===== src/cmps_pkg.sv =====
// ----------------------------------------------------------------------------
// Collinear marker pair search package
// Shared constants, register codes, controller commands and status types.
// ----------------------------------------------------------------------------
package cmps_pkg;

    localparam int MAX_POINTS = 64;
    localparam int MAX_INNER  = 7;
    localparam int IDX_W      = $clog2(MAX_POINTS);
    localparam int CNT_W      = $clog2(MAX_POINTS + 1);
    localparam int INNER_W    = 3;
    localparam int COORD_W    = 16;
    localparam int ADDR_W     = 4;

    localparam logic [ADDR_W-1:0] REG_MIN_DISTANCE = 4'h0;
    localparam logic [ADDR_W-1:0] REG_MAX_DISTANCE = 4'h4;
    localparam logic [ADDR_W-1:0] REG_INNER_COUNT  = 4'h8;
    localparam logic [ADDR_W-1:0] REG_NEAR_RADIUS  = 4'hC;

    localparam logic [15:0] RST_MIN_DISTANCE = 16'd1440;
    localparam logic [15:0] RST_MAX_DISTANCE = 16'd1600;
    localparam logic [2:0]  RST_INNER_COUNT  = 3'd2;
    localparam logic [15:0] RST_NEAR_RADIUS  = 16'd80;

    typedef struct packed {
        logic [COORD_W-1:0] x;
        logic [COORD_W-1:0] y;
    } t_point;

    typedef struct packed {
        logic [COORD_W-1:0] min_distance;
        logic [COORD_W-1:0] max_distance;
        logic [INNER_W-1:0] inner_count;
        logic [COORD_W-1:0] near_radius;
    } t_cfg;

    // Commands from the controller to the datapath.
    typedef struct packed {
        logic             rd_en;
        logic [IDX_W-1:0] rd_addr;
        logic             lat_a;
        logic             lat_b;
        logic             pair_eval;
        logic             step_calc;
        logic             pos_calc;
        logic             cand_eval;
        logic             res_hit;
        logic             res_miss;
    } t_cmd;

    // Status from the datapath to the controller.
    typedef struct packed {
        logic pair_in_range;
        logic near_hit;
        logic div_busy;
    } t_sts;

    typedef struct packed {
        logic               found;
        logic [COORD_W-1:0] center_x;
        logic [COORD_W-1:0] center_y;
        logic [5:0]         first_index;
        logic [5:0]         second_index;
    } t_result;

endpackage


===== src/cmps_regs.sv =====
// ----------------------------------------------------------------------------
// Configuration registers
// APB-style register file for distance limits, inner count and radius.
// ----------------------------------------------------------------------------
module cmps_regs
    import cmps_pkg::*;
(
    input  logic              i_clk,
    input  logic              i_rst_n,
    input  logic              psel,
    input  logic              penable,
    input  logic              pwrite,
    input  logic [ADDR_W-1:0] paddr,
    input  logic [31:0]       pwdata,
    output logic [31:0]       prdata,
    output logic              pready,
    output t_cfg              o_cfg
);
    t_cfg r_cfg;
    logic w_wr;

    assign w_wr   = psel && penable && pwrite;
    assign pready = 1'b1;

    always_ff @(posedge i_clk) begin
        if (!i_rst_n) begin
            r_cfg.min_distance <= RST_MIN_DISTANCE;
            r_cfg.max_distance <= RST_MAX_DISTANCE;
            r_cfg.inner_count  <= RST_INNER_COUNT;
            r_cfg.near_radius  <= RST_NEAR_RADIUS;
        end else if (w_wr) begin
            case (paddr)
                REG_MIN_DISTANCE: r_cfg.min_distance <= pwdata[15:0];
                REG_MAX_DISTANCE: r_cfg.max_distance <= pwdata[15:0];
                REG_INNER_COUNT:  r_cfg.inner_count  <= pwdata[2:0];
                REG_NEAR_RADIUS:  r_cfg.near_radius  <= pwdata[15:0];
                default: ;
            endcase
        end
    end

    always_comb begin
        case (paddr)
            REG_MIN_DISTANCE: prdata = {16'd0, r_cfg.min_distance};
            REG_MAX_DISTANCE: prdata = {16'd0, r_cfg.max_distance};
            REG_INNER_COUNT:  prdata = {29'd0, r_cfg.inner_count};
            REG_NEAR_RADIUS:  prdata = {16'd0, r_cfg.near_radius};
            default:          prdata = 32'd0;
        endcase
    end

    assign o_cfg = r_cfg;
endmodule


===== config.mk =====
export PLATFORM = sky130hd
export DESIGN_NAME = cmps_regs
export DESIGN_NICKNAME = d
export VERILOG_FILES = /design/src/cmps_pkg.sv /design/src/cmps_regs.sv
export SDC_FILE = /design/constraint.sdc
export NUM_CORES = 1
export LEC_CHECK = 0
export BUFFER_PORTS_ARGS = -buffer_cell sky130_fd_sc_hd__buf_2
export CORE_UTILIZATION = 50
export CTS_CLUSTER_DIAMETER = 120
export DETAILED_ROUTE_END_ITERATION = 10
export GPL_TIMING_DRIVEN = 0
export PLACE_DENSITY = 0.86
export SLEW_MARGIN = 30
export SYNTH_ARGS = -nofsm -noshare
export SYNTH_HDL_FRONTEND = slang
export SYNTH_SLANG_ARGS = --single-unit

===== constraint.sdc =====
create_clock -name i_clk -period 3.8 [get_ports i_clk]
set_input_delay 0.19 -clock i_clk [delete_from_list [all_inputs] [get_ports i_clk]]
set_output_delay 0.19 -clock i_clk [all_outputs]
set_load 0.02 [all_outputs]

Word-level counts from Yosys, hierarchy flattened
Cells that the tools add are included.
Widths: inputs -> output; s select.
- eq/ne operators: 3
- mux-type cells: 1
- reductions and logical operators: 7
- operator list (kind ; number):
    $pmux 16 s4 ; 1
    $eq 4x4->1 const B ; 2
    $reduce_and 2->1 ; 4
    $eq 4x3->1 const B ; 1
    $logic_not 4->1 ; 1
    $logic_and 1x1->1 ; 2
- register bits: 51
- input port bits: 41
- output and inout port bits: 84
- logic and storage cells: 15

Logic depth before layout (Yosys ltp)
Gate-level depths: netlist (run 1).
- depth in word-level cells: 3
- gate-level depth with buffers: 5
- depth with buffers taken out: 3

Worst setup path before layout (run 1)
Ideal clock, no wire load.
- path kind: input to register
- from: input paddr[1]
- to: register r_cfg (netlist bit o_cfg[32])
- library setup time: 0.072 ns
- arrival time: 1.572 ns
- data required time: 3.728 ns
- slack: 2.156 ns
- stages on the path: 5
- buffers on the path: 2
- cells stage by stage: or3b_1 buf_6 nor4_4 buf_6 mux2i_1
- cells in the longest elaborated chain, start to end: 2
- ends and longest elaborated chain (what ; line ; source):
    start, declared ; cmps_regs.sv:13 ; input logic [ADDR_W-1:0] paddr,
    $eq 4x3->1 ; cmps_regs.sv:32 ; case (paddr)
    $reduce_and 2->1 (no line) ; -- ;
    end, declared ; cmps_regs.sv:19 ; t_cfg r_cfg;
No other way between the ends.
A chain may end at the register's enable or synchronous reset.

Worst setup path in the final report (run 1)
- from: input paddr[3]
- to: output prdata[4]
- cells in the longest elaborated chain, start to end: 2
- elaborated cells between the ends (all ways): 5
- those cells by class: eq/ne: 3; mux: 1; reduce/logical: 1
- ends and longest elaborated chain (what ; line ; source):
    $eq 4x4->1 (tied with other cells) ; cmps_regs.sv:43 ; case (paddr)
    $pmux 16 s4 * ; cmps_regs.sv:43 ;
    end, declared ; cmps_regs.sv:15 ; output logic [31:0] prdata,
Every way passes the cells marked *; elsewhere a longest branch is shown, timed or not.

==> results.yml, run 1 <==
power:
  p_switching_uw: 262
  leakagePower_uw: 0.00153
  max-vdd-ir-drop_v: 0.000285
  swShare_pct: 24.7
  finalPower_uw: 1060
  combPwrFrac_pct: 11.8
  pwr-share-seq_pct: 50.9
  intPower_uw: 796
  powerDensity_nw_per_um2: 320
  clock_power_share_pct: 37.3
flow_run:
  cap_violations: 0
sta:
  finalSetupViolCount: 0
  finalCriticalPeriod_ns: 2.17
  min_period_over_period_pct: 57.0
  worst_hold_slack_ns: 0.139
  slew_headroom_pct: 50.4
  fin_skew_ns: 0
  fmax_ghz: 0.462
  rsz0062_at_grt: "false"
  worst_slack_ns: 1.63
  final_max_slew_viol_count: 0
  tns_ns: 0
  timing.final.hold_violations: 0
  tightest_slew_ns: 0.738
clock_network:
  cts.path.max_buffers: 2
  cts_resized: 0
  cts_tree: "yes"
  path_clk_slew_ns: 0.09
  cts_hold_buf: 0
  h-tree-depth: 2
  postCtsSetupBuffers: 0
  cts_buffers: 5
  clock-sinks: 51
  clock-root-buffer: "clkbuf_8"
  insertion_delay_ns: 0.30
layout:
  final_cell_mix: "94 x buf_2, 64 x mux2i_1, 59 x nand2_1"
  layout-drive-gt1-share_pct: 33.3
  largest_reg_flops: 51
  finalNetCount: 424
  antenna_cells: 0
  syn2layout_area_growth_pct: 27.3
  mostFrequentLayoutCell: "buf_2"
  stdcell_count: 451
routing:
  wl_um: 7150
  drc: 0
  vias: 2303
  drtAntennaViolNets: 0
  routedWlPerCell_um: 15.8
  drt_iter0_drc: 119
  drt_first_pass_iters: 4
  viasPerCell: 5.11
grt:
  grtUsageMet3_pct: 6.23
  met1_usage_pct: 33.4
  grt_max_degree: 16
  overflow: 0
  grt_usage_pct: 27.6
  antenna_found_initial: 0
  grt_pass1_wl_um: 11100
  first_global_vias: 2187
  met2_usage_pct: 48.0
  top_usage_layer: "met2"
synth:
  synth_cell_types: 21
  synth_warnings: 0
  yosysSeqAreaShare_pct: 39.3
  syn_avg_cell_area_um2: 9.58
  synth_cells: 271
  syn_area_um2: 2600
  synth-simple-area-share_pct: 20.0
  synth_xor_xnor_area_share_pct: 0
  muxShareOfSynthArea_pct: 27.3
  synth_seq_cells: 51
  synth_compound_area_share_pct: 4.39
  synth_top_family_by_area: "multiplexers"
  synth-adder-area-share_pct: 0
critical_path:
  worstReg2RegEnd: "o_cfg[25]"
  criticalPathCategory: "in2out"
  path_cells: "buf_2 > clkbuf_1 > and2_1 > buf_1 > o2bb2ai_1 > and2_1 > buf_2"
  reg2reg_depth: 2
  critPathLaunchType: "primary input"
  end_kind: "output port"
  path_buf_inv: 4
  cp_max_fo: 10
  crit_family: "buffers and inverters"
  cp_slowest_cell: "buf_1"
  critPathMaxStageDelay_ns: 0.45
  reg2reg_setup_slack_ns: 3.11
  worstPathArrival_ns: 1.98
  required_ns: 3.61
  worstReg2RegStart: "o_cfg[25]"
floorplanning:
  die-area_um2: 5480
  die_y_um: 74.1
  ioPinCount: 125
  die_x_um: 74.1
  initial_core_util_pct: 53.5
  row_count: 25
  core_um2: 4850
min_path:
  hold_start: "pwdata[10]"
  min_to: "o_cfg[10]"
  min_path_type: "in2reg"
  holdPathStages: 3
status:
  status: "finished, final reports clean"
place:
  dp_hpwl_um: 5100
  place_inst: 443
  pre_cts_ws_ns: 1.66
  gp_congestion: 0.788
  io_buffers: 90
power groups by stage:
stage / Clock [uW] / Combinational (uW) / Sequential [uW]
after global placement: 0 / 121 / 550
after detailed placement: 0 / 122 / 550
final: 395 / 125 / 538
after floorplan: 0 / 82.6 / 553
after global routing: 421 / 135 / 538
after CTS: 398 / 123 / 538
synthesized netlist by cell type, drive strengths merged:
cell	count	share of area, %
mux4	3	2.6
nor2b	18	4.3
nor4b	1	0.58
inv	1	0.14
conb	2	0.29
o2bb2ai	13	4.4
or3b	1	0.34
nand2	59	8.5
nor2	1	0.14
mux2i	64	25
and2	17	4.1
nor4	2	1.1
or4	1	0.29
nor3	1	0.63
buf	26	7.1
clkbuf	10	1.4
dfxtp	51	39
how the worst max path moves through the flow:
stage | start | endpoint | slack [ns] | cells after the start
after CTS | paddr[3] | prdata[7] | 1.67 | 7
final | paddr[3] | prdata[4] | 1.63 | 7
after global placement | paddr[3] | prdata[10] | 1.67 | 7
after floorplan | paddr[1] | o_cfg[32] | 2.16 | 5
after global routing | paddr[3] | prdata[4] | 1.45 | 7
after detailed placement | paddr[3] | prdata[4] | 1.66 | 7
cells by family after synthesis:
family	count (synthesis)
compound gates	13
buf+inv	37
flops	51
mux	67
other cells	2
simple gates	101
worst min-delay path, delay by kind of cell:
kind / cells / cell delay [ns]
muxes: 1 / 0.06
and+or+nand+nor: 1 / 0.05
buffers and inverters: 1 / 0.11
area by class of cell:
cell class	instances	area, um^2
Multi-Input combinational cell	198	1410
Sequential cell	51	1020
Timing Repair Buffer	90	450
Clock inverter	2	35.0
Clock buffer	6	82.6
Fill cell	397	1540
Tap cell	67	83.8
Inverter	1	3.75
Buffer	36	223
metal layers:
metal / vias to the layer above / part of all wire [%]
met2: 104 / 51
met1: 1085 / 41
met5: - / 0
li1: 1099 / -
met4: 0 / 1.9
met3: 15 / 6.8
stage by stage:
stage | utilization (%) | instance area (um^2)
global placement | 65.7 | 3190
CTS | 68.2 | 3300
detailed placement | 65.7 | 3190
global route | 68.2 | 3300
finish | 68.2 | 3300
floorplan | - | 2650
Note: power is estimated with default switching activity, not from simulation.
==> inputs of run 2 (changes only) <==
Settings changed: CORE_UTILIZATION 50 to 42, PLACE_DENSITY 0.86 to 0.77.
Clock period 3.8 ns to 1.87 ns, I/O delays scaled along.
==> results.yml, run 2 (synthesized netlist as in run 1, its figures left out) <==
status:
  status: "finished, final reports clean"
routing:
  vias: 2219
  wl_um: 6890
  routedWlPerCell_um: 15.1
  drt_iter0_drc: 112
  drtAntennaViolNets: 0
  drc: 0
  drt_first_pass_iters: 5
  viasPerCell: 4.84
critical_path:
  critPathLaunchType: "primary input"
  worstPathArrival_ns: 1.65
  cp_max_fo: 10
  reg2reg_setup_slack_ns: 1.22
  worstReg2RegEnd: "o_cfg[4]"
  end_kind: "output port"
  criticalPathCategory: "in2out"
  reg2reg_depth: 2
  required_ns: 1.78
  worstReg2RegStart: "o_cfg[4]"
floorplanning:
  die_x_um: 80.6
  initial_core_util_pct: 43.6
  die-area_um2: 6500
  die_y_um: 80.6
  core_um2: 5960
  ioPinCount: 125
  row_count: 28
grt:
  grt_pass1_wl_um: 10500
  antenna_found_initial: 0
  grt_max_degree: 15
  top_usage_layer: "met2"
  grt_usage_pct: 22.0
  met2_usage_pct: 38.2
  grtUsageMet3_pct: 3.52
  overflow: 0
  first_global_vias: 2021
  met1_usage_pct: 27.6
sta:
  timing.final.hold_violations: 0
  tightest_slew_ns: 0.699
  rsz0062_at_grt: "false"
  fin_skew_ns: 0
  finalSetupViolCount: 0
  worst_hold_slack_ns: 0.0390
  finalCriticalPeriod_ns: 1.75
  final_max_slew_viol_count: 0
  fmax_ghz: 0.572
  min_period_over_period_pct: 93.5
  slew_headroom_pct: 53.1
min_path:
  min_path_type: "in2reg"
  holdPathStages: 3
  min_to: "o_cfg[10]"
  hold_start: "pwdata[10]"
layout:
  largest_reg_flops: 51
  nFillCells: 567
  syn2layout_area_growth_pct: 27.1
  mostFrequentLayoutCell: "buf_2"
  antenna_cells: 0
  finalNetCount: 424
  final_cell_mix: "95 x buf_2, 64 x mux2i_1, 59 x nand2_1"
  fin_util_pct: 55.4
  layout-drive-gt1-share_pct: 33.2
clock_network:
  cts_buffers: 5
  cts.path.max_buffers: 2
  h-tree-depth: 2
  cts_tree: "yes"
  postCtsSetupBuffers: 0
  clock-sinks: 51
  path_clk_slew_ns: 0.09
  insertion_delay_ns: 0.30
  clock-root-buffer: "clkbuf_8"
place:
  dp_hpwl_um: 5000
  io_buffers: 90
  gp_congestion: 0.827
power:
  max-vdd-ir-drop_v: 0.000312
  powerDensity_nw_per_um2: 633
  leakagePower_uw: 0.00152
flow_run:
  cap_violations: 0
-- run 2: area by class of cell --
class	instances	area (um^2)	area share, %
Buffer	36	224	6.79
Clock inverter	1	30.0	0.910
Tap cell	75	93.8	2.84
Clock buffer	6	72.6	2.20
Inverter	1	3.75	0.114
Sequential cell	51	1020	30.9
Timing Repair Buffer	90	450	13.6
Multi-Input combinational cell	198	1410	42.6
-- run 2: repair_timing --
action	CTS	global route
gates resized for setup	1	0
hold buffers	0	0
endpoints found under the setup margin	10	0
-- run 2: per-stage QoR --
stage	area, um^2	TNS (ns)	setup slack, ns	instances	total power [uW]
CTS	3300	0	0.130	458	2090
global route	3300	0	0.00327	458	2160
detailed placement	3200	-0.822	-0.100	451	1370
global placement	3200	-0.385	-0.0626	451	1360
finish	3300	0	0.122	458	2090
floorplan	2650	0	0.323	286	1290
-- run 2: where the power goes --
group	switching [uW]	internal, uW
combinational	157	94.2
clock	352	393
sequential	3.51	1090
total	513	1580
-- run 2: worst max path at each step --
| stage | start | to | slack [ns] | cells past startpoint |
|---|---|---|---|---|
| after floorplan | paddr[1] | o_cfg[32] | 0.32 | 5 |
| after global placement | paddr[3] | prdata[4] | -0.06 | 7 |
| after detailed placement | paddr[3] | prdata[4] | -0.10 | 7 |
| after CTS | paddr[3] | prdata[4] | 0.13 | 7 |
| after global routing | paddr[3] | prdata[11] | 0.003 | 7 |
| final | paddr[3] | prdata[7] | 0.12 | 7 |
-- run 2: worst max-delay path: stages --
cell and delay, ns:
buf_2 0.14, clkbuf_1 0.41, and2_1 0.27, buf_2 0.28, o2bb2ai_1 0.14, and2_1 0.16, buf_2 0.17
-- run 2: metal layers --
metal / part of all wire, % / vias up
met3: 4.5 / 5
met4: 0.86 / 0
met1: 45 / 1049
met2: 49 / 59
met5: 0 / -
li1: - / 1106
==> inputs of run 3 (changes only) <==
Settings changed: ABC_AREA set to 1, PLACE_DENSITY 0.77 to 0.76.
==> results.yml, run 3 <==
status:
  status: "finished, final reports clean"
routing:
  drt_first_pass_iters: 4
  wl_um: 7950
  vias: 2892
  drc: 0
  routedWlPerCell_um: 13.2
  viasPerCell: 4.80
  drt_iter0_drc: 170
  drtAntennaViolNets: 0
critical_path:
  cp-endpoint: "prdata[12]"
  path_cells: "buf_2 > nor2_2 > nand2_2 > inv_2 > buf_2 > nand2_1 > nand3_1 > buf_2"
  crit_family: "buffers and inverters"
  worstReg2RegEnd: "o_cfg[17]"
  worstReg2RegStart: "o_cfg[17]"
  critPathMaxStageDelay_ns: 0.30
  path_depth: 8
  required_ns: 1.78
  crit_start: "paddr[3]"
  cpMostUsedCell: "buf_2"
  end_kind: "output port"
  criticalPathCategory: "in2out"
  reg2reg_depth: 2
  reg2reg_setup_slack_ns: 1.25
  path_buf_inv: 4
  cp_slowest_cell: "buf_2"
  critPathLaunchType: "primary input"
  cp_max_fo: 10
  worstPathArrival_ns: 1.35
sta:
  rsz0062_at_grt: "false"
  finalSetupViolCount: 0
  tns_ns: 0
  final_max_slew_viol_count: 0
  min_period_over_period_pct: 77.3
  fin_skew_ns: 0
  fmax_ghz: 0.692
  finalCriticalPeriod_ns: 1.45
  tightest_slew_ns: 0.604
  slew_headroom_pct: 59.7
  timing.final.hold_violations: 0
grt:
  first_global_vias: 2555
  grt_usage_pct: 25.1
  grt_max_degree: 16
  overflow: 0
  antenna_found_initial: 0
  grt_pass1_wl_um: 12300
floorplanning:
  initial_core_util_pct: 44.0
  die_x_um: 81.2
  ioPinCount: 125
  core_um2: 5990
  row_count: 28
  die-area_um2: 6590
  die_y_um: 81.2
layout:
  fin_util_pct: 56.0
  layout-drive-gt1-share_pct: 27.1
  mostFrequentLayoutCell: "nand2_1"
  finalNetCount: 567
  syn2layout_area_growth_pct: 27.3
  final_cell_mix: "131 x nand2_1, 99 x buf_2, 87 x nor2_1"
  antenna_cells: 0
  largest_reg_flops: 51
clock_network:
  clock-root-buffer: "clkbuf_8"
  postCtsSetupBuffers: 0
  cts_buffers: 5
  h-tree-depth: 2
  cts.path.max_buffers: 2
  clock-sinks: 51
  insertion_delay_ns: 0.30
  cts_resized: 0
  cts_tree: "yes"
  cts_hold_buf: 0
  path_clk_slew_ns: 0.10
synth:
  yosys.area.top_type: "dfxtp_1"
  synth_edf_count: 0
  async_flop_share_pct: 0
  synth_seq_cells: 51
  synth.area.top_cells: "dfxtp_1 39%, nand2_1 19%, nor2_1 12%"
  synth_flop_cell: "dfxtp_1"
  syn_avg_cell_area_um2: 6.36
  synth_warnings: 0
  synth_top_area_share_pct: 38.7
  synth_cells: 414
  synth_commonest_cells: "131 x nand2_1, 87 x nor2_1, 52 x nand3_1"
  synth.most_common_cell: "nand2_1"
  syn_area_um2: 2640
  synth_cell_types: 17
  yosysSeqAreaShare_pct: 38.7
power:
  p_switching_uw: 561
  swShare_pct: 25.8
  pwr-share-seq_pct: 50.5
  leakagePower_uw: 0.00181
  combPwrFrac_pct: 12.7
  powerDensity_nw_per_um2: 649
  max-vdd-ir-drop_v: 0.000430
  clock_power_share_pct: 36.8
  finalPower_uw: 2180
  intPower_uw: 1620
min_path:
  min_path_type: "in2reg"
place:
  io_buffers: 90
  dp_hpwl_um: 5770
  gp_congestion: 0.894
flow_run:
  cap_violations: 0
run 3: cell count changes after synthesis, sizes merged, moves of 17 or more:
cell,change
nor2,+93
nand2,+75
mux2i,-64
nand3,+53
inv,+28
nor2b,-18
and2,-17
run 3: per-layer routing:
| layer | wire length [um] | GRT usage [%] |
|---|---|---|
| met4 | 154 | 9.11 |
| met3 | 576 | 4.38 |
| met2 | 3910 | 43.9 |
| met5 | 0 | 0 |
| met1 | 3310 | 30.5 |
run 3: power groups by stage:
stage               registers [uW]  logic [uW]  clock network [uW]
floorplan                     1130         176                   0
global placement              1120         268                   0
detailed placement            1120         273                   0
CTS                           1100         273                 809
global route                  1100         302                 854
finish                        1100         276                 802
run 3: kinds of logic (layout without fill, tap and decap cells):
family	after synthesis	count (layout)	synth area share, %
simple gates	293	293	47.3
buf+inv	68	166	13.7
flops	51	51	38.7
other cells	2	17	0.285
run 3: final cells by class:
cell class / count / area (um^2)
Buffer: 39 / 251
Clock buffer: 6 / 82.6
Tap cell: 75 / 93.8
Multi-Input combinational cell: 310 / 1310
Timing Repair Buffer: 90 / 450
Clock inverter: 2 / 35.0
Fill cell: 630 / 2640
Sequential cell: 51 / 1020
Inverter: 29 / 109
run 3: how the worst min path moves through the flow:
stage | start | slack [ns] | end | cells past startpoint
2_1_floorplan | pwdata[1] | 0.21 | o_cfg[17] | 2
3_3_place_gp | pwdata[1] | 0.32 | o_cfg[17] | 3
3_5_place_dp | pwdata[8] | 0.33 | o_cfg[43] | 3
4_1_cts | pwdata[8] | 0.008 | o_cfg[43] | 3
5_1_grt | pwdata[9] | 0.01 | o_cfg[28] | 3
6_report | pwdata[1] | 0.01 | o_cfg[17] | 3
run 3: worst register-to-register path: stages, from the launching register on:
cell and delay (ns):
dfxtp_1 0.35, nand2_1 0.07, nand3_1 0.08
run 3: metrics by stage:
step                hold WS [ns]  std cells  area [um^2]  setup slack [ns]
finish                    0.0102        602         3350             0.424
global route              0.0143        602         3350             0.337
CTS                      0.00792        602         3350             0.414
detailed placement         0.331        594         3240             0.441
global placement           0.319        594         3240             0.449
floorplan                  0.207        429         2690             0.913
