File: src/cmps_pkg.sv
// ----------------------------------------------------------------------------
// Collinear marker pair search package
// Shared constants, register codes, controller commands and status types.
// ----------------------------------------------------------------------------
package cmps_pkg;

    localparam int MAX_POINTS = 64;
    localparam int MAX_INNER  = 7;
    localparam int IDX_W      = $clog2(MAX_POINTS);
    localparam int CNT_W      = $clog2(MAX_POINTS + 1);
    localparam int INNER_W    = 3;
    localparam int COORD_W    = 16;
    localparam int ADDR_W     = 4;

    localparam logic [ADDR_W-1:0] REG_MIN_DISTANCE = 4'h0;
    localparam logic [ADDR_W-1:0] REG_MAX_DISTANCE = 4'h4;
    localparam logic [ADDR_W-1:0] REG_INNER_COUNT  = 4'h8;
    localparam logic [ADDR_W-1:0] REG_NEAR_RADIUS  = 4'hC;

    localparam logic [15:0] RST_MIN_DISTANCE = 16'd1440;
    localparam logic [15:0] RST_MAX_DISTANCE = 16'd1600;
    localparam logic [2:0]  RST_INNER_COUNT  = 3'd2;
    localparam logic [15:0] RST_NEAR_RADIUS  = 16'd80;

    typedef struct packed {
        logic [COORD_W-1:0] x;
        logic [COORD_W-1:0] y;
    } t_point;

    typedef struct packed {
        logic [COORD_W-1:0] min_distance;
        logic [COORD_W-1:0] max_distance;
        logic [INNER_W-1:0] inner_count;
        logic [COORD_W-1:0] near_radius;
    } t_cfg;

    // Commands from the controller to the datapath.
    typedef struct packed {
        logic             rd_en;
        logic [IDX_W-1:0] rd_addr;
        logic             lat_a;
        logic             lat_b;
        logic             pair_eval;
        logic             step_calc;
        logic             pos_calc;
        logic             cand_eval;
        logic             res_hit;
        logic             res_miss;
    } t_cmd;

    // Status from the datapath to the controller.
    typedef struct packed {
        logic pair_in_range;
        logic near_hit;
        logic div_busy;
    } t_sts;

    typedef struct packed {
        logic               found;
        logic [COORD_W-1:0] center_x;
        logic [COORD_W-1:0] center_y;
        logic [5:0]         first_index;
        logic [5:0]         second_index;
    } t_result;

endpackage

File: src/cmps_ctrl.sv
// ----------------------------------------------------------------------------
// Search controller
// Loads points, walks pairs and inner positions, and hands off the result.
// ----------------------------------------------------------------------------
module cmps_ctrl
    import cmps_pkg::*;
(
    input  logic             i_clk,
    input  logic             i_rst_n,
    input  t_cfg             i_cfg,
    input  logic             i_in_valid,
    input  logic             i_in_final,
    output logic             o_in_ready,
    output logic             o_wr_en,
    output logic [IDX_W-1:0] o_wr_addr,
    output t_cmd             o_cmd,
    output logic [IDX_W-1:0] o_idx_a,
    output logic [IDX_W-1:0] o_idx_b,
    output logic [3:0]       o_k,
    input  t_sts             i_sts,
    output logic             o_out_valid,
    input  logic             i_out_ready
);
    localparam logic [3:0] S_LOAD   = 4'd0;
    localparam logic [3:0] S_RD_A   = 4'd1;
    localparam logic [3:0] S_RD_B   = 4'd2;
    localparam logic [3:0] S_LAT_B  = 4'd3;
    localparam logic [3:0] S_PAIR   = 4'd4;
    localparam logic [3:0] S_PCHK   = 4'd5;
    localparam logic [3:0] S_DIV    = 4'd6;
    localparam logic [3:0] S_POS    = 4'd7;
    localparam logic [3:0] S_CRD    = 4'd8;
    localparam logic [3:0] S_CAND   = 4'd9;
    localparam logic [3:0] S_CEND   = 4'd10;
    localparam logic [3:0] S_OUT    = 4'd11;
    localparam logic [3:0] S_LAT_A  = 4'd12;
    localparam logic [3:0] S_DRAIN  = 4'd13;
    localparam logic [3:0] S_CWAIT  = 4'd14;
    localparam logic [3:0] S_CCHK   = 4'd15;

    logic [3:0]       r_state, n_state;
    logic [CNT_W-1:0] r_count, n_count;
    logic [IDX_W-1:0] r_a, n_a, r_b, n_b, r_c, n_c;
    logic [3:0]       r_k, n_k;
    logic             r_found, n_found;
    logic [3:0]       w_n;
    logic [CNT_W-1:0] w_last;

    assign w_n    = {1'b0, i_cfg.inner_count};
    assign w_last = r_count - CNT_W'(1);

    assign o_in_ready = (r_state == S_LOAD);
    assign o_wr_en    = o_in_ready && i_in_valid && (r_count < CNT_W'(MAX_POINTS));
    assign o_wr_addr  = r_count[IDX_W-1:0];
    assign o_idx_a    = r_a;
    assign o_idx_b    = r_b;
    assign o_k        = r_k;
    assign o_out_valid = (r_state == S_OUT);

    always_comb begin
        n_state = r_state;
        n_count = r_count;
        n_a     = r_a;
        n_b     = r_b;
        n_c     = r_c;
        n_k     = r_k;
        n_found = r_found;
        o_cmd   = '0;
        case (r_state)
            S_LOAD: begin
                if (i_in_valid) begin
                    if (o_wr_en) n_count = r_count + CNT_W'(1);
                    if (i_in_final) begin
                        n_a     = '0;
                        n_found = 1'b0;
                        if (CNT_W'(o_wr_en) + r_count >= CNT_W'(w_n) + CNT_W'(2)) begin
                            n_state = S_RD_A;
                        end else begin
                            n_state = S_CEND;
                        end
                    end
                end
            end
            S_RD_A: begin
                o_cmd.rd_en   = 1'b1;
                o_cmd.rd_addr = r_a;
                n_b     = r_a + IDX_W'(1);
                n_state = S_LAT_A;
            end
            S_LAT_A: begin
                o_cmd.lat_a = 1'b1;
                n_state = S_RD_B;
            end
            S_RD_B: begin
                o_cmd.rd_en   = 1'b1;
                o_cmd.rd_addr = r_b;
                n_state = S_LAT_B;
            end
            S_LAT_B: begin
                o_cmd.lat_b = 1'b1;
                n_state = S_PAIR;
            end
            S_PAIR: begin
                o_cmd.pair_eval = 1'b1;
                n_state = S_DRAIN;
            end
            S_DRAIN: begin
                n_state = S_PCHK;
            end
            S_PCHK: begin
                if (i_sts.pair_in_range) begin
                    o_cmd.step_calc = 1'b1;
                    n_k     = 4'd1;
                    n_state = S_DIV;
                end else begin
                    n_state = S_CEND;
                end
            end
            S_DIV: begin
                if (!i_sts.div_busy) begin
                    if (r_k > w_n) begin
                        n_found = 1'b1;
                        n_state = S_CEND;
                    end else begin
                        n_state = S_POS;
                    end
                end
            end
            S_POS: begin
                o_cmd.pos_calc = 1'b1;
                n_c     = '0;
                n_state = S_CRD;
            end
            S_CRD: begin
                // Issue reads across the store; each read is evaluated in S_CAND.
                o_cmd.rd_en   = 1'b1;
                o_cmd.rd_addr = r_c;
                n_state = S_CAND;
            end
            S_CAND: begin
                o_cmd.cand_eval = 1'b1;
                if (CNT_W'(r_c) == w_last) begin
                    n_state = S_CWAIT;
                end else begin
                    n_c     = r_c + IDX_W'(1);
                    n_state = S_CRD;
                end
            end
            S_CWAIT: begin
                n_state = S_CCHK;
            end
            S_CCHK: begin
                if (i_sts.near_hit) begin
                    n_k     = r_k + 4'd1;
                    n_state = S_DIV;
                end else begin
                    n_state = S_CEND;
                end
            end
            S_CEND: begin
                if (r_found) begin
                    o_cmd.res_hit = 1'b1;
                    n_state = S_OUT;
                end else if (r_count >= CNT_W'(w_n) + CNT_W'(2) &&
                             CNT_W'(r_b) < w_last) begin
                    n_b     = r_b + IDX_W'(1);
                    n_state = S_RD_B;
                end else if (r_count >= CNT_W'(w_n) + CNT_W'(2) &&
                             CNT_W'(r_a) + CNT_W'(2) < r_count) begin
                    n_a     = r_a + IDX_W'(1);
                    n_state = S_RD_A;
                end else begin
                    o_cmd.res_miss = 1'b1;
                    n_state = S_OUT;
                end
            end
            S_OUT: begin
                if (i_out_ready) begin
                    n_count = '0;
                    n_state = S_LOAD;
                end
            end
            default: n_state = S_LOAD;
        endcase
    end

    always_ff @(posedge i_clk) begin
        if (!i_rst_n) begin
            r_state <= S_LOAD;
            r_count <= '0;
            r_found <= 1'b0;
        end else begin
            r_state <= n_state;
            r_count <= n_count;
            r_found <= n_found;
        end
        r_a <= n_a;
        r_b <= n_b;
        r_c <= n_c;
        r_k <= n_k;
    end

`ifndef ASSERT_OFF
    a_no_input_in_search: assert property (@(posedge i_clk) disable iff (!i_rst_n)
        (r_state != S_LOAD) |-> !o_in_ready)
        else $error("input taken during search");
    a_count_bound: assert property (@(posedge i_clk) disable iff (!i_rst_n)
        r_count <= CNT_W'(MAX_POINTS))
        else $error("point count overflow");
    a_pair_order: assert property (@(posedge i_clk) disable iff (!i_rst_n)
        (r_state == S_PAIR) |-> (r_b > r_a))
        else $error("pair indices out of order");
    a_count_clear: assert property (@(posedge i_clk) disable iff (!i_rst_n)
        (o_out_valid && i_out_ready) |=> (r_count == '0))
        else $error("store not emptied after result");
`endif
endmodule

File: config.mk
export PLATFORM = sky130hd
export DESIGN_NAME = cmps_ctrl
export DESIGN_NICKNAME = d
export VERILOG_FILES = /design/src/cmps_pkg.sv /design/src/cmps_ctrl.sv
export SDC_FILE = /design/constraint.sdc
export NUM_CORES = 1
export LEC_CHECK = 0
export BUFFER_PORTS_ARGS = -buffer_cell sky130_fd_sc_hd__buf_4
export CAP_MARGIN = 20
export CORE_MARGIN = 3
export CORE_UTILIZATION = 47
export DETAILED_ROUTE_END_ITERATION = 7
export PLACE_DENSITY = 0.86
export SYNTH_ARGS = -nofsm -noshare
export SYNTH_HDL_FRONTEND = slang
export SYNTH_SLANG_ARGS = --single-unit
File: constraint.sdc
create_clock -name i_clk -period 3.2 [get_ports i_clk]
set_input_delay 0.96 -clock i_clk [delete_from_list [all_inputs] [get_ports i_clk]]
set_output_delay 0.96 -clock i_clk [all_outputs]
set_load 0.02 [all_outputs]
# Yosys cells after proc, flatten, opt, wreduce, memory -nomap -nowiden
# Index checks and enable logic that the tools add are counted.
dict set report word_totals {
  reg_bits 34
  inputBits 59
  out_inout_bits 40
  word_cells 118
}
dict set report op_classes {
  add_sub_neg 9
  order_cmp 6
  eq_ne 29
  muxes 49
  n_reduce_logical 18
}
# op count
set op_table {}
lappend op_table {{$pmux 4 s16} 1}
lappend op_table {{$mux 4} 13}
lappend op_table {{$mux 6} 8}
lappend op_table {{$pmux 6 s2} 3}
lappend op_table {{$eq 4x4->1 const B} 8}
lappend op_table {{$ne 2x2->1 const B} 11}
lappend op_table {{$mux 7} 3}
lappend op_table {{$pmux 7 s3} 1}
lappend op_table {{$add 6x1->6 const B} 3}
lappend op_table {{$eq 4x3->1 const B} 4}
lappend op_table {{$mux 1} 15}
lappend op_table {{$pmux 7 s2} 1}
lappend op_table {{$reduce_bool 2->1} 6}
lappend op_table {{$eq 4x2->1 const B} 2}
lappend op_table {{$pmux 4 s2} 1}
lappend op_table {{$reduce_and 4->1} 2}
lappend op_table {{$add 1x7->7} 1}
lappend op_table {{$add 6x2->7 const B} 1}
lappend op_table {{$add 7x1->7 const B} 1}
lappend op_table {{$eq 6x7->1} 1}
lappend op_table {{$ge 7x4->1} 1}
lappend op_table {{$ge 7x7->1} 1}
lappend op_table {{$lt 6x7->1} 1}
lappend op_table {{$lt 7x7->1} 1}
lappend op_table {{16 further kinds} 21}

# Depth between registers and ports, before layout
# Gate-level depths: netlist of the first run.
dict set report depth {
  word_depth 9
  ltp_mapped 13
  ltp_nobuf 12
}

# Worst setup path before layout of the first run
# OpenSTA, ideal clock, no wires.
dict set report synth_path {
  kind {register to output}
  start {reg r_count[0]}
  end {out o_cmd[0] (netlist bit)}
  arrival_time_ns 2.413
  required_time_ns 2.240
  path_slack_ns -0.173
  path_stages_with_launch 12
  path_buffers 1
  path_cell_list {dfxtp_1 > clkbuf_1 > inv_1 > ha_1 > or3b_4 > xnor2_1 > ha_1 > nand2_1 > nor3_1 > o211ai_2 > a21oi_2 > and3_2}
}
# element line_no
set synth_rtl {}
lappend synth_rtl {{from (decl)} cmps_ctrl.sv:42} ;# logic [CNT_W-1:0] r_count, n_count;
lappend synth_rtl {{from (signal assigned)} cmps_ctrl.sv:194} ;# r_count <= n_count;
lappend synth_rtl {{to (decl)} cmps_ctrl.sv:16} ;# output t_cmd o_cmd,

==> results of run 1 <==
## routing by layer
layer	GRT usage	wire (um)	up-vias	share of wire
li1	-	-	1414	-
met1	0.290	3460	1419	0.40
met2	0.401	4320	145	0.50
met3	0.0307	621	20	0.073
met4	0.0619	167	0	0.020
met5	0	0	-	0
## sequential cells by signal, summed over array words and instances, names as in the netlist
| name | cells |
|---|---|
| o_idx_a | 6 |
| r_state | 4 |
| r_found | 1 |
| o_idx_b | 6 |
| r_count | 7 |
| o_k | 4 |
| r_c | 6 |
## kinds of logic (layout without fill, tap and decap cells)
group,Yosys count,count (layout),share of synthesized area
adder cells (fa/ha/maj),32,32,0.133
flip-flops,34,34,0.300
XOR/XNOR,36,36,0.114
AO/OA/AOI/OAI,62,62,0.138
AND/OR/NAND/NOR,147,147,0.240
multiplexers,3,3,0.0104
buffers and inverters,43,121,0.0641
## area by class of cell
class	instances	area (sq um)
Tap cell	75	93.8
Sequential cell	34	906
Multi-Input combinational cell	280	1980
Clock buffer	6	72.6
Clock inverter	2	8.76
Inverter	19	73.8
Timing Repair Buffer	94	709
Fill cell	487	2220
## layout by cell type, fill, tap and decap left out, types with 12 or more instances in the layout
| master | netlist | layout |
|---|---|---|
| nand2_1 | 38 | 37 |
| xnor2_1 | 24 | 22 |
| o21ai_0 | 15 | 13 |
| inv_1 | 19 | 16 |
| nor2_1 | 38 | 38 |
| ha_1 | 32 | 30 |
| a21oi_1 | 12 | 12 |
| buf_4 | 6 | 93 |
| nand3_1 | 19 | 19 |
| nor3_1 | 16 | 13 |
| edfxtp_1 | 22 | 22 |
## worst min-delay path by stage
stage,startpoint,to,depth (start not counted),slack [ps]
floorplan,r_count[6]$_SDFFE_PN0P_,r_count[6]$_SDFFE_PN0P_,2,520
detailed placement,r_count[6]$_SDFFE_PN0P_,r_count[6]$_SDFFE_PN0P_,2,610
global route,o_k[0]$_SDFFCE_PP1P_,o_k[0]$_SDFFCE_PP1P_,1,670
CTS,r_count[6]$_SDFFE_PN0P_,r_count[6]$_SDFFE_PN0P_,2,620
finish,o_k[0]$_SDFFCE_PP1P_,o_k[0]$_SDFFCE_PP1P_,1,640
global placement,r_count[6]$_SDFFE_PN0P_,r_count[6]$_SDFFE_PN0P_,2,610
## through the flow
| step | util | area, sq um | cells | hold slack [ps] |
|---|---|---|---|---|
| after global routing | 0.634 | 3840 | 510 | 673 |
| after floorplan | - | 3040 | 357 | 518 |
| after global placement | 0.604 | 3660 | 496 | 612 |
| after detailed placement | 0.604 | 3660 | 496 | 611 |
| after CTS | 0.624 | 3780 | 506 | 622 |
| final | 0.634 | 3840 | 510 | 644 |
## report_power, final
part           internal [mW]  switching (mW)  leakage (nW)  total (mW)
clock network          0.150           0.164        0.0426       0.313
registers              0.547          0.0994         0.305       0.646
logic                  0.700           0.818          1.36        1.52
total                   1.40            1.08          1.71        2.48
## what timing repair did
item,CTS,global route
gates resized for setup,8,6
setup endpoints to repair,1,7
pin swaps,3,9
setup buffers,2,4
cloned,0,0
==> impl_metrics.env, run 1 <==
export IMPL_run_status="complete, but fails checks"
export IMPL_violations="negative setup slack"
export IMPL_insertion_delay_ps=290
export IMPL_synth_edf_count=22
export IMPL_syn_area_sq_um=3000
export IMPL_finalPower_mw=2.48
export IMPL_clock_path_buffers=2
export IMPL_netlist_instances=357
export IMPL_max_slew_margin_rel=0.367
export IMPL_cap_viol_max_count=0
export IMPL_vias=2998
export IMPL_finalNetCount=525
export IMPL_slowest_stage="a21o_1"
export IMPL_cts_sinks=34
export IMPL_finalHoldViolCount=0
export IMPL_worstRegToRegCells=14
export IMPL_rr_startpoint="r_count[0]$_SDFFE_PN0P_"
export IMPL_dr_pass1_iters=5
export IMPL_ys_seq_area_frac=0.300
export IMPL_critical_path_top_delay_family="compound AO/OA/AOI/OAI gates"
export IMPL_grt_pass1_vias=2856
export IMPL_synthesis_nets=448
export IMPL_synth_area_leader_cell="edfxtp_1"
export IMPL_cts_inserted_buffers=5
export IMPL_synth_seq_cells=34
export IMPL_grt_max_degree=18
export IMPL_leakage_nw=1.71
export IMPL_crit_start="i_cfg[18]"
export IMPL_first_iter_violations=284
export IMPL_routed_wl_mm=8.56
export IMPL_rrSetupSlack_ps=310
export IMPL_core_area_sq_um=6060
export IMPL_fp_dieH_um=86.0
export IMPL_report_final_slew_viol_count=0
export IMPL_die_w_um=86.0
export IMPL_pre_cts_slack_ps=-281
export IMPL_arrival_ps=2640
export IMPL_antenna_cells=0
export IMPL_rows=28
export IMPL_cp_start_kind="primary input"
export IMPL_io_pins=99
export IMPL_async_flop_share=0
export IMPL_critPathBufInv=3
export IMPL_drcViolationCount=0
export IMPL_drive_gt1_frac=0.283
export IMPL_grt_first_pass_wirelength_mm=13.4
export IMPL_area_growth_pct=28.0
export IMPL_ys_warn_count=0
export IMPL_via_per_inst=5.88
export IMPL_power_density_nw_per_um2=644
export IMPL_cts_root_buf="clkbuf_8"
export IMPL_place_gp_congestion=0.953
export IMPL_min_period_ps=3600
export IMPL_dieArea_sq_um=7390
export IMPL_fmax_mhz=278
export IMPL_synth_top_area_share=0.220
export IMPL_ant_nets=0
export IMPL_gr_total_overflow=0
export IMPL_crit_end="o_cmd[0]"
export IMPL_worst_slew_pin_slew_ps=940
export IMPL_fin_skew_ps=5.96
export IMPL_setup_tns_final_ps=-396
export IMPL_critPathKind="primary input to output port"
export IMPL_yosys_top_cells_count="nand2_1, nor2_1, ha_1"
export IMPL_grt_use_total=0.227
export IMPL_htree_levels=2
export IMPL_syn_avg_cell_area_sq_um=8.41
export IMPL_post_route_period_util=1.12
export IMPL_hp_class="flip-flop to flip-flop"
export IMPL_synthTopCellsByArea="edfxtp_1, ha_1, dfxtp_1"
export IMPL_peakVddDrop_mv=0.449
export IMPL_setup_viol=1
export IMPL_worstPathMaxFanout=3
export IMPL_path_clk_slew_ps=70
export IMPL_cp_data_required_time_ps=2240
export IMPL_hold_buffers=0
export IMPL_avgRoutedWirePerCell_um=16.8
export IMPL_synth_cell_types=52
export IMPL_grt_setup_unrepaired="true"
export IMPL_slowest_delay_ps=280
export IMPL_setup_ws_ps=-396
export IMPL_ys_flop_type="edfxtp_1"
export IMPL_cts_tree="built"
export IMPL_grt_antenna_before_repair=0
export IMPL_endpoint_kind="output port"
export IMPL_cp_depth=10
export IMPL_r2r_end="o_idx_a[4]$_SDFFCE_PN0P_"
export IMPL_dp_hpwl_mm=6.19
export IMPL_placement_io_buffers=50
export IMPL_crit_chain="buf_4, ha_4, inv_2, ha_1, o21ai_1, o21bai_1, a21o_1, o211ai_1, and3_4, buf_6"
export IMPL_start_util=0.496
(Power assumes the default switching activity.)
==> run 2: changes to the inputs <==
CTS_BUF_LIST = sky130_fd_sc_hd__clkbuf_16   (was not set)
==> run 2 against run 1 <==
Against the previous run: fmax is 2.8% higher; critical endpoint unchanged; clock power up 47%; hold slack worse by 13 ps; register-to-register slack got worse by 90 ps; highest routed layer unchanged; routed wire length up 3.4%; non-clock buffer count down 2; largest power group unchanged; first-iteration DRC count shrank 19%; critical path type unchanged; via count is 2.4% higher; the flow still finishes with violations (negative setup slack); setup slack improved by 97 ps; global-route usage rose by 0.71 points; sequential share of layout area shrank 0.24 points.
==> impl_metrics.env, run 2 (synthesis gave the netlist of run 1 again) <==
export IMPL_switching_share=0.425
export IMPL_power_frac_clock=0.174
export IMPL_endpoint_kind="output port"
export IMPL_pre_cts_slack_ps=-281
export IMPL_min_period_ps=3500
export IMPL_final_common_cell="buf_4"
export IMPL_drive_gt1_frac=0.273
export IMPL_cts_inserted_buffers=5
export IMPL_grt_use_total=0.234
export IMPL_cp_data_required_time_ps=2240
export IMPL_gr_total_overflow=0
export IMPL_start_util=0.496
export IMPL_path_clk_slew_ps=50
export IMPL_rows=28
export IMPL_fp_dieH_um=86.0
export IMPL_grt_pass1_vias=2915
export IMPL_drcViolationCount=0
export IMPL_hold_buffers=0
export IMPL_max_slew_margin_rel=0.356
export IMPL_dp_hpwl_mm=6.19
export IMPL_cts_sinks=34
export IMPL_clock_path_buffers=2
export IMPL_ant_nets=0
export IMPL_io_pins=99
export IMPL_peakVddDrop_mv=0.423
export IMPL_dieArea_sq_um=7390
export IMPL_post_route_util=0.640
export IMPL_core_area_sq_um=6060
export IMPL_die_w_um=86.0
export IMPL_arrival_ps=2540
export IMPL_report_final_slew_viol_count=0
export IMPL_final_cell_mix="buf_4, nor2_1, nand2_1"
export IMPL_avgRoutedWirePerCell_um=17.4
export IMPL_cts_root_buf="clkbuf_16"
export IMPL_cts_tree="built"
export IMPL_routed_wl_mm=8.85
export IMPL_grt_first_pass_wirelength_mm=13.7
export IMPL_area_growth_pct=29.1
export IMPL_largest_register="r_count"
export IMPL_antenna_cells=0
export IMPL_cap_viol_max_count=0
export IMPL_post_route_period_util=1.09
export IMPL_critPathKind="primary input to output port"
export IMPL_power_frac_comb=0.578
export IMPL_worstPathMaxFanout=3
export IMPL_worst_slew_pin_slew_ps=956
export IMPL_htree_levels=2
export IMPL_grt_antenna_before_repair=0
export IMPL_largest_reg_flops=7
export IMPL_grt_setup_unrepaired="true"
export IMPL_cp_start_kind="primary input"
export IMPL_setup_ws_ps=-299
export IMPL_dr_pass1_iters=5
export IMPL_power_share_sequential=0.248
export IMPL_hp_class="flip-flop to flip-flop"
export IMPL_p_int_mw=1.51
export IMPL_first_iter_violations=231
export IMPL_run_status="complete, but fails checks"
export IMPL_place_gp_congestion=0.953
export IMPL_grt_max_degree=18
export IMPL_leakage_nw=1.73
export IMPL_violations="negative setup slack"
export IMPL_insertion_delay_ps=280
export IMPL_finalNetCount=523
export IMPL_p_switching_mw=1.12
export IMPL_fmax_mhz=286
export IMPL_vias=3070
export IMPL_setup_tns_final_ps=-299
export IMPL_finalHoldViolCount=0
export IMPL_power_density_nw_per_um2=679
export IMPL_via_per_inst=6.04
export IMPL_setup_viol=1
export IMPL_placement_io_buffers=50
export IMPL_fin_skew_ps=6.10
[run 2: repair_timing]
| item | in CTS | in global routing |
|---|---|---|
| resized for setup | 8 | 4 |
| setup buffers | 2 | 2 |
| endpoints found under the setup margin | 1 | 7 |
| pin swaps | 3 | 5 |
[run 2: worst max-delay path, stage by stage]
cell and delay [ps]:
buf_4 120, ha_4 260, inv_2 30, ha_1 270, o21ai_1 70, o21bai_1 80
a21o_1 240, a21oi_2 180, and3_4 200, buf_6 110
[run 2: power groups by stage]
stage | logic (mW) | clock network, mW | registers, mW
after floorplan | 0.876 | 0 | 0.647
after global placement | 1.34 | 0 | 0.645
after detailed placement | 1.39 | 0 | 0.650
after CTS | 1.46 | 0.460 | 0.645
after global routing | 1.63 | 0.484 | 0.658
final | 1.52 | 0.459 | 0.652
[run 2: per-stage QoR]
step / cell area [sq um] / instances / hold slack (ps) / power (mW)
floorplan: 3040 / 357 / 518 / 1.52
detailed placement: 3660 / 496 / 611 / 2.04
finish: 3880 / 508 / 631 / 2.63
global route: 3880 / 508 / 658 / 2.77
global placement: 3660 / 496 / 612 / 1.99
CTS: 3840 / 506 / 618 / 2.56
[run 2: area by class of cell]
type                    instances  area (sq um)
clock buffers                   5           125
well taps                      75          93.8
flip-flops and latches         34           905
fillers                       481          2180
multi-input cells             280          1970
inverters                      19          73.8
clock inverters                 3          12.5
repair buffers                 92           694
[run 2: layer usage]
metal	vias to the layer above	GRT usage	wire length, um
li1	1422	-	-
met2	157	0.406	4490
met5	-	0	0
met1	1458	0.291	3530
met3	33	0.0327	572
met4	0	0.0964	261
[run 2: path summary, 6_finish.rpt]
path | end | slack (ps) | startpoint | cells after the start
max | o_cmd[0] | -300 | i_cfg[18] | 10
min | r_count[6]$_SDFFE_PN0P_ | 630 | r_count[6]$_SDFFE_PN0P_ | 2
min reg2reg | r_count[6]$_SDFFE_PN0P_ | 630 | r_count[6]$_SDFFE_PN0P_ | 2
max reg2reg | o_idx_a[4]$_SDFFCE_PN0P_ | 220 | r_count[0]$_SDFFE_PN0P_ | 15
